--- config.mk ---
export PLATFORM = sky130hd
export DESIGN_NAME = telnet_rx_filter_ring
export DESIGN_NICKNAME = d
export VERILOG_FILES = /design/src/sv/trf_pkg.sv /design/src/sv/trf_front.sv /design/src/sv/trf_queue.sv /design/src/sv/trf_back.sv /design/src/sv/telnet_rx_filter_ring.sv
export VERILOG_INCLUDE_DIRS = /design/src /design/src/sv
export SDC_FILE = /design/constraint.sdc
export NUM_CORES = 2
export LEC_CHECK = 0
export BUFFER_PORTS_ARGS = -buffer_cell sky130_fd_sc_hd__clkbuf_2
export CAP_MARGIN = 20
export CORE_MARGIN = 2
export CORE_UTILIZATION = 45
export DETAILED_ROUTE_END_ITERATION = 12
export GPL_TIMING_DRIVEN = 0
export PLACE_DENSITY = 0.67
export SLEW_MARGIN = 5
export SYNTH_ARGS = -nofsm -noshare
export SYNTH_HDL_FRONTEND = slang
export SYNTH_SLANG_ARGS = --single-unit
--- constraint.sdc ---
create_clock -name clk -period 14.3 [get_ports clk]
set_input_delay 1.43 -clock clk [delete_from_list [all_inputs] [get_ports clk]]
set_output_delay 1.43 -clock clk [all_outputs]
set_load 0.02 [all_outputs]
--- src/sv/telnet_rx_filter_ring_defines.svh ---
// Assertion helpers for the telnet receive filter.
`ifndef TELNET_RX_FILTER_RING_DEFINES_SVH
`define TELNET_RX_FILTER_RING_DEFINES_SVH

// Same-cycle implication, checked out of reset.
`define TRF_ASSERT_NOW(label, ante, cons, msg) \
  label: assert property (@(posedge clk) disable iff (!rst_n) (ante) |-> (cons)) \
    else $error(msg);

// Next-cycle implication, checked out of reset.
`define TRF_ASSERT_NEXT(label, ante, cons, msg) \
  label: assert property (@(posedge clk) disable iff (!rst_n) (ante) |=> (cons)) \
    else $error(msg);

`endif

--- src/sv/trf_pkg.sv ---
`timescale 1ns / 1ps
package trf_pkg;

  // Ring geometry
  localparam int RING_DEPTH = 256;
  localparam int RING_AW    = $clog2(RING_DEPTH);
  localparam logic [7:0] FILL_MAX = 8'((RING_DEPTH - 1 > 255) ? 255 : RING_DEPTH - 1);

  // Command queue between parser and ring
  localparam int QDEPTH = 4;
  localparam int QAW    = $clog2(QDEPTH);

  // Telnet bytes
  localparam logic [7:0] BYTE_IAC = 8'hFF;
  localparam logic [7:0] CMD_SE   = 8'd240;
  localparam logic [7:0] CMD_SB   = 8'd250;
  localparam logic [7:0] CMD_WILL = 8'd251;
  localparam logic [7:0] CMD_WONT = 8'd252;
  localparam logic [7:0] CMD_DO   = 8'd253;
  localparam logic [7:0] CMD_DONT = 8'd254;
  localparam logic [7:0] CHAR_CR  = 8'd13;
  localparam logic [7:0] CHAR_NUL = 8'd0;

  // Input action codes
  localparam logic [1:0] ACT_BYTE  = 2'd0;
  localparam logic [1:0] ACT_READ  = 2'd1;
  localparam logic [1:0] ACT_RESET = 2'd2;

  // Configuration register indexes
  localparam logic [1:0] REG_BREAK_KEY  = 2'd0;
  localparam logic [1:0] REG_SELECT_KEY = 2'd1;
  localparam logic [1:0] REG_KEY_INT_ON = 2'd2;

  // Ring operation codes
  typedef logic [2:0] trf_opc_t;
  localparam trf_opc_t OP_NONE  = 3'd0;
  localparam trf_opc_t OP_STORE = 3'd1;
  localparam trf_opc_t OP_ABORT = 3'd2;
  localparam trf_opc_t OP_KEY   = 3'd3;
  localparam trf_opc_t OP_READ  = 3'd4;

  typedef struct packed {
    trf_opc_t   opc;
    logic [7:0] data;
  } trf_op_t;

  typedef struct packed {
    logic [7:0] break_key;
    logic [7:0] select_key;
    logic       key_int_on;
  } trf_cfg_t;

  typedef struct packed {
    logic full;
    logic empty;
  } trf_qstat_t;

endpackage

--- src/sv/trf_front.sv ---
`timescale 1ns / 1ps
module trf_front (
  input  logic              clk,
  input  logic              rst_n,
  input  trf_pkg::trf_cfg_t cfg,
  input  logic              in_valid,
  input  logic [1:0]        in_action,
  input  logic [7:0]        in_byte_in,
  input  trf_pkg::trf_qstat_t q_stat,
  output logic              in_stall,
  output logic              push,
  output trf_pkg::trf_op_t  push_op
);
  import trf_pkg::*;

  localparam logic [2:0] PS_DATA   = 3'd0;
  localparam logic [2:0] PS_IAC    = 3'd1;
  localparam logic [2:0] PS_OPT    = 3'd2;
  localparam logic [2:0] PS_SB     = 3'd3;
  localparam logic [2:0] PS_SB_IAC = 3'd4;

  logic [2:0] ps_r, ps_nxt;
  logic       cr_r, cr_nxt;
  logic       have_c;
  logic [7:0] c;

  assign in_stall = q_stat.full;
  assign push     = in_valid && !q_stat.full;

  always_comb begin
    ps_nxt  = ps_r;
    cr_nxt  = cr_r;
    have_c  = 1'b0;
    c       = in_byte_in;
    push_op = '{opc: OP_NONE, data: in_byte_in};
    unique case (in_action)
      ACT_BYTE: begin
        unique case (ps_r)
          PS_DATA: begin
            if (in_byte_in == BYTE_IAC) ps_nxt = PS_IAC;
            else have_c = 1'b1;
          end
          PS_IAC: begin
            if (in_byte_in == BYTE_IAC) begin
              have_c = 1'b1;
              ps_nxt = PS_DATA;
            end else if (in_byte_in == CMD_SB) begin
              ps_nxt = PS_SB;
            end else if (in_byte_in == CMD_WILL || in_byte_in == CMD_WONT ||
                         in_byte_in == CMD_DO || in_byte_in == CMD_DONT) begin
              ps_nxt = PS_OPT;
            end else begin
              ps_nxt = PS_DATA;
            end
          end
          PS_OPT:    ps_nxt = PS_DATA;
          PS_SB:     if (in_byte_in == BYTE_IAC) ps_nxt = PS_SB_IAC;
          PS_SB_IAC: ps_nxt = (in_byte_in == CMD_SE) ? PS_DATA : PS_SB;
          default:   ps_nxt = PS_DATA;
        endcase
        if (have_c) begin
          priority if (cr_r && c == CHAR_NUL) begin
            cr_nxt = 1'b0;
          end else if (cfg.break_key != 8'd0 && c == cfg.break_key) begin
            cr_nxt      = 1'b0;
            push_op.opc = OP_ABORT;
          end else if (cfg.key_int_on && c == cfg.select_key) begin
            cr_nxt      = 1'b0;
            push_op.opc = OP_KEY;
          end else begin
            cr_nxt      = (c == CHAR_CR);
            push_op.opc = OP_STORE;
          end
        end
      end
      ACT_READ: push_op.opc = OP_READ;
      ACT_RESET: begin
        ps_nxt = PS_DATA;
        cr_nxt = 1'b0;
      end
      default: ;
    endcase
  end

  always_ff @(posedge clk) begin
    if (!rst_n) begin
      ps_r <= PS_DATA;
      cr_r <= 1'b0;
    end else if (push) begin
      ps_r <= ps_nxt;
      cr_r <= cr_nxt;
    end
  end

endmodule

--- src/sv/trf_queue.sv ---
`timescale 1ns / 1ps
module trf_queue (
  input  logic                clk,
  input  logic                rst_n,
  input  logic                push,
  input  trf_pkg::trf_op_t    push_op,
  input  logic                pop,
  output trf_pkg::trf_op_t    pop_op,
  output trf_pkg::trf_qstat_t q_stat
);
  import trf_pkg::*;

  trf_op_t        slot_r [QDEPTH];
  logic [QAW-1:0] wr_r, rd_r;
  logic [QAW:0]   cnt_r;

  function automatic logic [QAW-1:0] qinc(input logic [QAW-1:0] p);
    return (p == QAW'(QDEPTH - 1)) ? '0 : p + 1'b1;
  endfunction

  assign q_stat.full  = (cnt_r == (QAW+1)'(QDEPTH));
  assign q_stat.empty = (cnt_r == '0);
  assign pop_op       = slot_r[rd_r];

  always_ff @(posedge clk) begin
    if (push) slot_r[wr_r] <= push_op;
  end

  always_ff @(posedge clk) begin
    if (!rst_n) begin
      wr_r  <= '0;
      rd_r  <= '0;
      cnt_r <= '0;
    end else begin
      if (push) wr_r <= qinc(wr_r);
      if (pop)  rd_r <= qinc(rd_r);
      if (push && !pop)      cnt_r <= cnt_r + 1'b1;
      else if (pop && !push) cnt_r <= cnt_r - 1'b1;
    end
  end

endmodule

--- src/sv/trf_back.sv ---
`timescale 1ns / 1ps
module trf_back (
  input  logic                clk,
  input  logic                rst_n,
  input  trf_pkg::trf_op_t    pop_op,
  input  trf_pkg::trf_qstat_t q_stat,
  output logic                pop,
  output logic                out_valid,
  input  logic                out_stall,
  output logic                out_read_valid,
  output logic [7:0]          out_read_byte,
  output logic                out_stored,
  output logic                out_overflowed,
  output logic                out_abort_raised,
  output logic                out_key_complete,
  output logic [7:0]          out_fill_count
);
  import trf_pkg::*;

  logic [7:0]         ring_mem [RING_DEPTH];
  logic [RING_AW-1:0] head_r, head_nxt, tail_r, tail_nxt, head_inc;
  logic [RING_AW:0]   fill;
  logic [7:0]         fill_sat;
  logic               exec;
  logic               rv, st, ov, ab, kc;

  logic       out_valid_r, rv_r, st_r, ov_r, ab_r, kc_r;
  logic [7:0] fill_r, rd_data_r;

  function automatic logic [RING_AW-1:0] rinc(input logic [RING_AW-1:0] p);
    return (p == RING_AW'(RING_DEPTH - 1)) ? '0 : p + 1'b1;
  endfunction

  assign exec = !q_stat.empty && (!out_valid_r || !out_stall);
  assign pop  = exec;
  assign head_inc = rinc(head_r);

  always_comb begin
    head_nxt = head_r;
    tail_nxt = tail_r;
    rv = 1'b0;
    st = 1'b0;
    ov = 1'b0;
    ab = 1'b0;
    kc = 1'b0;
    unique case (pop_op.opc)
      OP_STORE: begin
        st       = 1'b1;
        head_nxt = head_inc;
        if (head_inc == tail_r) begin
          ov       = 1'b1;
          tail_nxt = rinc(tail_r);
        end
      end
      OP_ABORT: begin
        ab       = 1'b1;
        head_nxt = tail_r;
      end
      OP_KEY: kc = 1'b1;
      OP_READ: begin
        if (head_r != tail_r) begin
          rv       = 1'b1;
          tail_nxt = rinc(tail_r);
        end
      end
      default: ;
    endcase
    if (head_nxt >= tail_nxt) fill = {1'b0, head_nxt} - {1'b0, tail_nxt};
    else fill = {1'b0, head_nxt} + (RING_AW+1)'(RING_DEPTH) - {1'b0, tail_nxt};
    fill_sat = (32'(fill) > 32'd255) ? 8'hFF : 8'(fill);
  end

  // ring storage; read data lands with the result register
  always_ff @(posedge clk) begin
    if (exec && pop_op.opc == OP_STORE) ring_mem[head_r] <= pop_op.data;
    if (exec && pop_op.opc == OP_READ)  rd_data_r <= ring_mem[tail_r];
  end

  always_ff @(posedge clk) begin
    if (!rst_n) begin
      head_r      <= '0;
      tail_r      <= '0;
      out_valid_r <= 1'b0;
    end else begin
      if (exec) begin
        head_r <= head_nxt;
        tail_r <= tail_nxt;
      end
      if (exec) out_valid_r <= 1'b1;
      else if (!out_stall) out_valid_r <= 1'b0;
    end
  end

  always_ff @(posedge clk) begin
    if (exec) begin
      rv_r   <= rv;
      st_r   <= st;
      ov_r   <= ov;
      ab_r   <= ab;
      kc_r   <= kc;
      fill_r <= fill_sat;
    end
  end

  assign out_valid        = out_valid_r;
  assign out_read_valid   = rv_r;
  assign out_read_byte    = rv_r ? rd_data_r : 8'd0;
  assign out_stored       = st_r;
  assign out_overflowed   = ov_r;
  assign out_abort_raised = ab_r;
  assign out_key_complete = kc_r;
  assign out_fill_count   = fill_r;

endmodule

--- src/sv/telnet_rx_filter_ring.sv ---
// Throughput: one item per cycle when neither channel stalls; the ring takes
// one write or one read per cycle. A four-entry op queue lets the parser keep
// accepting while the output is stalled, until the queue fills.
// Reset (rst_n low, synchronous): parser to data state, CR flag, ring pointers,
// queue and output valid cleared; config back to break 3, select 0, key int off.
// Ring contents are not cleared and need no clearing pass.
`timescale 1ns / 1ps
`include "telnet_rx_filter_ring_defines.svh"
module telnet_rx_filter_ring (
  input  logic       clk,
  input  logic       rst_n,
  // config write port
  input  logic       cfg_we,
  input  logic [1:0] cfg_index,
  input  logic [7:0] cfg_wdata,
  // input channel
  input  logic       in_valid,
  output logic       in_stall,
  input  logic [1:0] in_action,
  input  logic [7:0] in_byte_in,
  // result channel
  output logic       out_valid,
  input  logic       out_stall,
  output logic       out_read_valid,
  output logic [7:0] out_read_byte,
  output logic       out_stored,
  output logic       out_overflowed,
  output logic       out_abort_raised,
  output logic       out_key_complete,
  output logic [7:0] out_fill_count
);
  import trf_pkg::*;

  // config registers
  logic [7:0] break_key_r, select_key_r;
  logic       key_int_on_r;
  trf_cfg_t   cfg;

  // front/back link
  logic       push, pop;
  trf_op_t    push_op, pop_op;
  trf_qstat_t q_stat;

  always_ff @(posedge clk) begin
    if (!rst_n) begin
      break_key_r  <= 8'd3;
      select_key_r <= 8'd0;
      key_int_on_r <= 1'b0;
    end else if (cfg_we) begin
      unique case (cfg_index)
        REG_BREAK_KEY:  break_key_r  <= cfg_wdata;
        REG_SELECT_KEY: select_key_r <= cfg_wdata;
        REG_KEY_INT_ON: key_int_on_r <= cfg_wdata[0];
        default: ;  // unmapped index: ignored
      endcase
    end
  end

  assign cfg = '{break_key: break_key_r, select_key: select_key_r, key_int_on: key_int_on_r};

  // Front: telnet command stripping, CR/NUL handling and key checks.
  // Every item becomes exactly one ring op (possibly a no-op).
  trf_front u_front (
    .clk        (clk),
    .rst_n      (rst_n),
    .cfg        (cfg),
    .in_valid   (in_valid),
    .in_action  (in_action),
    .in_byte_in (in_byte_in),
    .q_stat     (q_stat),
    .in_stall   (in_stall),
    .push       (push),
    .push_op    (push_op)
  );

  trf_queue u_queue (
    .clk     (clk),
    .rst_n   (rst_n),
    .push    (push),
    .push_op (push_op),
    .pop     (pop),
    .pop_op  (pop_op),
    .q_stat  (q_stat)
  );

  // Back: ring memory, head/tail pointers and the result register.
  trf_back u_back (
    .clk              (clk),
    .rst_n            (rst_n),
    .pop_op           (pop_op),
    .q_stat           (q_stat),
    .pop              (pop),
    .out_valid        (out_valid),
    .out_stall        (out_stall),
    .out_read_valid   (out_read_valid),
    .out_read_byte    (out_read_byte),
    .out_stored       (out_stored),
    .out_overflowed   (out_overflowed),
    .out_abort_raised (out_abort_raised),
    .out_key_complete (out_key_complete),
    .out_fill_count   (out_fill_count)
  );

  // overflow only on a store into a full ring
  `TRF_ASSERT_NOW(a_ovf_full, out_valid && out_overflowed, out_stored && out_fill_count == FILL_MAX, "overflow without full store")
  // abort leaves the ring empty
  `TRF_ASSERT_NOW(a_abort_empty, out_valid && out_abort_raised, out_fill_count == 8'd0 && !out_stored, "abort left bytes in ring")
  // a pending op with a free output register is always drained
  `TRF_ASSERT_NEXT(a_drain, !q_stat.empty && !out_valid, out_valid, "queued op not executed")
  // a queue that is full never takes another op
  `TRF_ASSERT_NOW(a_no_push_full, q_stat.full, !push, "push into full queue")

endmodule

==> results_dict.tcl <==
set metrics [dict create \
    ios 48 \
    cp-startpoint "u_back.tail_r[3]" \
    worstMarginPinSlew_ps 1240 \
    final.min_clock_period_ps 6240 \
    rrSetupSlack_ps 8060 \
    hold_ws_ps 479 \
    start_util_pct 45.2 \
    cts_tree "built" \
    powerDensity_nw_per_um2 168 \
    cts_made_buffers 205 \
    cp-end-kind "register" \
    port_buffers 47 \
    fp.dieH_um 438 \
    cts-resized-gates 0 \
    final_antenna_net_count 0 \
    rr_worst_depth 16 \
    hold_viol 0 \
    clkTransAtPathRegs_ps 70 \
    grt_pass1_wl_mm 313 \
    place.gp.congestion 0.951 \
    grt_max_degree 105 \
    dieArea_um2 192000 \
    ys_ff_latch 2160 \
    crit_path_start_kind "register" \
    globalRouteOverflowTotal 0 \
    synth_top_area_share_pct 74.9 \
    drtPass1Iterations 5 \
    clk_latency_ps 850 \
    cts.sinks 2160 \
    hold_buffers 0 \
    finalSetupTns_ps 0 \
    critPathMaxFanout 10 \
    synth-edff-count 2113 \
    num_rows 159 \
    layout_commonest_cell "edfxtp_1" \
    worstReg2RegStart "u_back.tail_r[3]" \
    status "complete, no violations" \
    htree_levels 4 \
    async_flop_share_pct 0 \
    fin_skew_ps 44.4 \
    synth.area.top_cells "edfxtp_1 (75%), mux4_2 (14%), nor2_1 (1.6%)" \
    post-route-drc-count 0 \
    maxSlewViolCount 0 \
    crit_path_end "u_back.out_fill_count[4]" \
    drt_iter0_drc 6192 \
    yosysWarnings 0 \
    fmax_mhz 160 \
    syn_avg_cell_area_um2 20.6 \
    wl_per_cell_um 31.2 \
    synth_cell_type_count 75 \
    nets 4450 \
    layout_common_cells "edfxtp_1 (2,113), mux4_2 (514), nor2_1 (369), clkbuf_16 (207), clkbuf_1 (165)" \
    grt_pass1_vias 42565 \
    yosys.area.top_type "edfxtp_1" \
    maxCapViolations 0 \
    cts_root_buf "clkbuf_16" \
    synth.net_count 4156 \
    wirelength_mm 220 \
    core-area_um2 187000 \
    post_cts_buffers 0 \
    synth_area_um2 84700 \
    die_width_um 438 \
    cp.required_ps 14810 \
    synthToLayoutAreaGrowth_pct 12.6 \
    post-route-period-util_pct 43.6 \
    layout-drive-gt1-share_pct 22.6 \
    antenna_found_initial 11 \
    grt_util_all_layers_pct 23.0 \
    max-clock-path-buffers 3 \
    place_hpwl_mm 147 \
    arrival_ps 6750 \
    r2r-end "u_back.out_fill_count[4]" \
    rsz0062_at_grt "no" \
    ys_seq_area_share_pct 76.0 \
    setup_viol 0 \
    dr_total_vias 43198 \
    ir_worst_vdd_mv 0.140 \
    hp-class "register to register" \
    critPathKind "register to register" \
    power_leakage_uw 0.0289 \
    synth_cells 4110 \
    vias_per_cell 6.11 \
    synth_top_flop_cell "edfxtp_1" \
    slew_headroom_pct 17.0 \
]
==> metrics by stage <==
step	setup slack, ps	cell area, um^2	power [uW]	cells	util (%)
3_3_place_gp	5280	88100	10900	6652	47.0
3_5_place_dp	8280	88900	10900	6688	47.4
2_1_floorplan	9520	84700	9700	4110	-
6_report	8060	95400	16000	7075	50.9
5_1_grt	7800	95400	16500	7075	50.9
4_1_cts	8250	95400	16100	7070	50.9
==> critical path, cell delays in order (launching register included) <==
cell and delay [ps]:
dfxtp_1 410, buf_2 380, buf_1 960, clkbuf_1 860, and3_1 330, and3_1 270, nand2_1 160, and2_1 240
mux2i_1 200, ha_1 280, nor2b_1 130, o21ai_0 200, a21boi_0 180, o31a_1 310, o211a_1 230, o21ai_1 450
nand3_1 300
==> layout make-up <==
| type | instances | area (um^2) |
|---|---|---|
| diodes | 1 | 2.50 |
| fillers | 14835 | 92000 |
| well taps | 2495 | 3120 |
| clock buffers | 267 | 5460 |
| repair buffers | 87 | 1060 |
| multi-input cells | 1680 | 19200 |
| flip-flops and latches | 2160 | 64400 |
| inverters | 20 | 75.1 |
| clock inverters | 115 | 1030 |
| plain buffers | 250 | 1090 |
==> worst min path at each step <==
stage / startpoint / slack, ps / cells past startpoint / endpoint
6_report: u_back.out_valid / 480 / 2 / u_back.out_valid
5_1_grt: u_back.out_valid / 520 / 2 / u_back.out_valid
4_1_cts: u_back.out_valid / 490 / 2 / u_back.out_valid
3_5_place_dp: u_back.out_valid / 480 / 2 / u_back.out_valid
3_3_place_gp: u_back.out_valid / 480 / 2 / u_back.out_valid
2_1_floorplan: u_queue.rd_r[1] / 450 / 2 / register
==> cell families after synthesis <==
| group | share of synthesized area (%) |
|---|---|
| flip-flops | 76.0 |
| AO/OA/AOI/OAI | 3.06 |
| adder cells (fa/ha/maj) | 0.328 |
| multiplexers | 15.6 |
| XOR/XNOR | 0.362 |
| buffers and inverters | 1.36 |
| AND/OR/NAND/NOR | 3.29 |
==> per-layer routing <==
metal,share of wire (%),global-route usage [%]
met5,0.017,0
met4,3.9,8.52
met3,9.2,4.23
met2,47,36.0
met1,40,32.5
==> cells in the mapped netlist (13+ instances only) <==
cell / instances
mux2i_1: 106
xor2_1: 22
a2111oi_0: 18
nor2_1: 369
and2_1: 17
a22oi_1: 47
nor3_1: 22
nor4_1: 22
nand2_1: 74
nor2b_1: 33
inv_1: 18
ha_1: 19
nand3_1: 28
a221oi_1: 33
edfxtp_1: 2113
a21oi_1: 25
o22ai_1: 68
buf_2: 86
mux2_2: 32
a22o_1: 33
buf_1: 39
dfxtp_1: 47
o211ai_1: 26
mux4_2: 520
clkbuf_1: 120
a211oi_1: 37
xnor2_1: 13
==> registers in the layout (all words and copies together), names as in the netlist, 2 cells and up, named ones only <==
| name | flops |
|---|---|
| break_key_r | 8 |
| select_key_r | 8 |
| u_back.head_r | 8 |
| u_back.out_fill_count | 8 |
| u_back.rd_data_r | 8 |
| u_back.ring_mem | 2048 |
| u_back.tail_r | 8 |
| u_front.ps_r | 3 |
| u_queue.cnt_r | 3 |
| u_queue.rd_r | 2 |
| u_queue.slot_r | 44 |
| u_queue.wr_r | 2 |
==> report_power, final <==
| part | switching (uW) | total, uW | internal (uW) | leakage [uW] |
|---|---|---|---|---|
| sequential | 41.5 | 8000 | 7960 | 0.0194 |
| clock | 2360 | 5280 | 2920 | 0.00315 |
| combinational | 2000 | 2760 | 761 | 0.00632 |
Note: power is estimated with default switching activity, not from simulation.
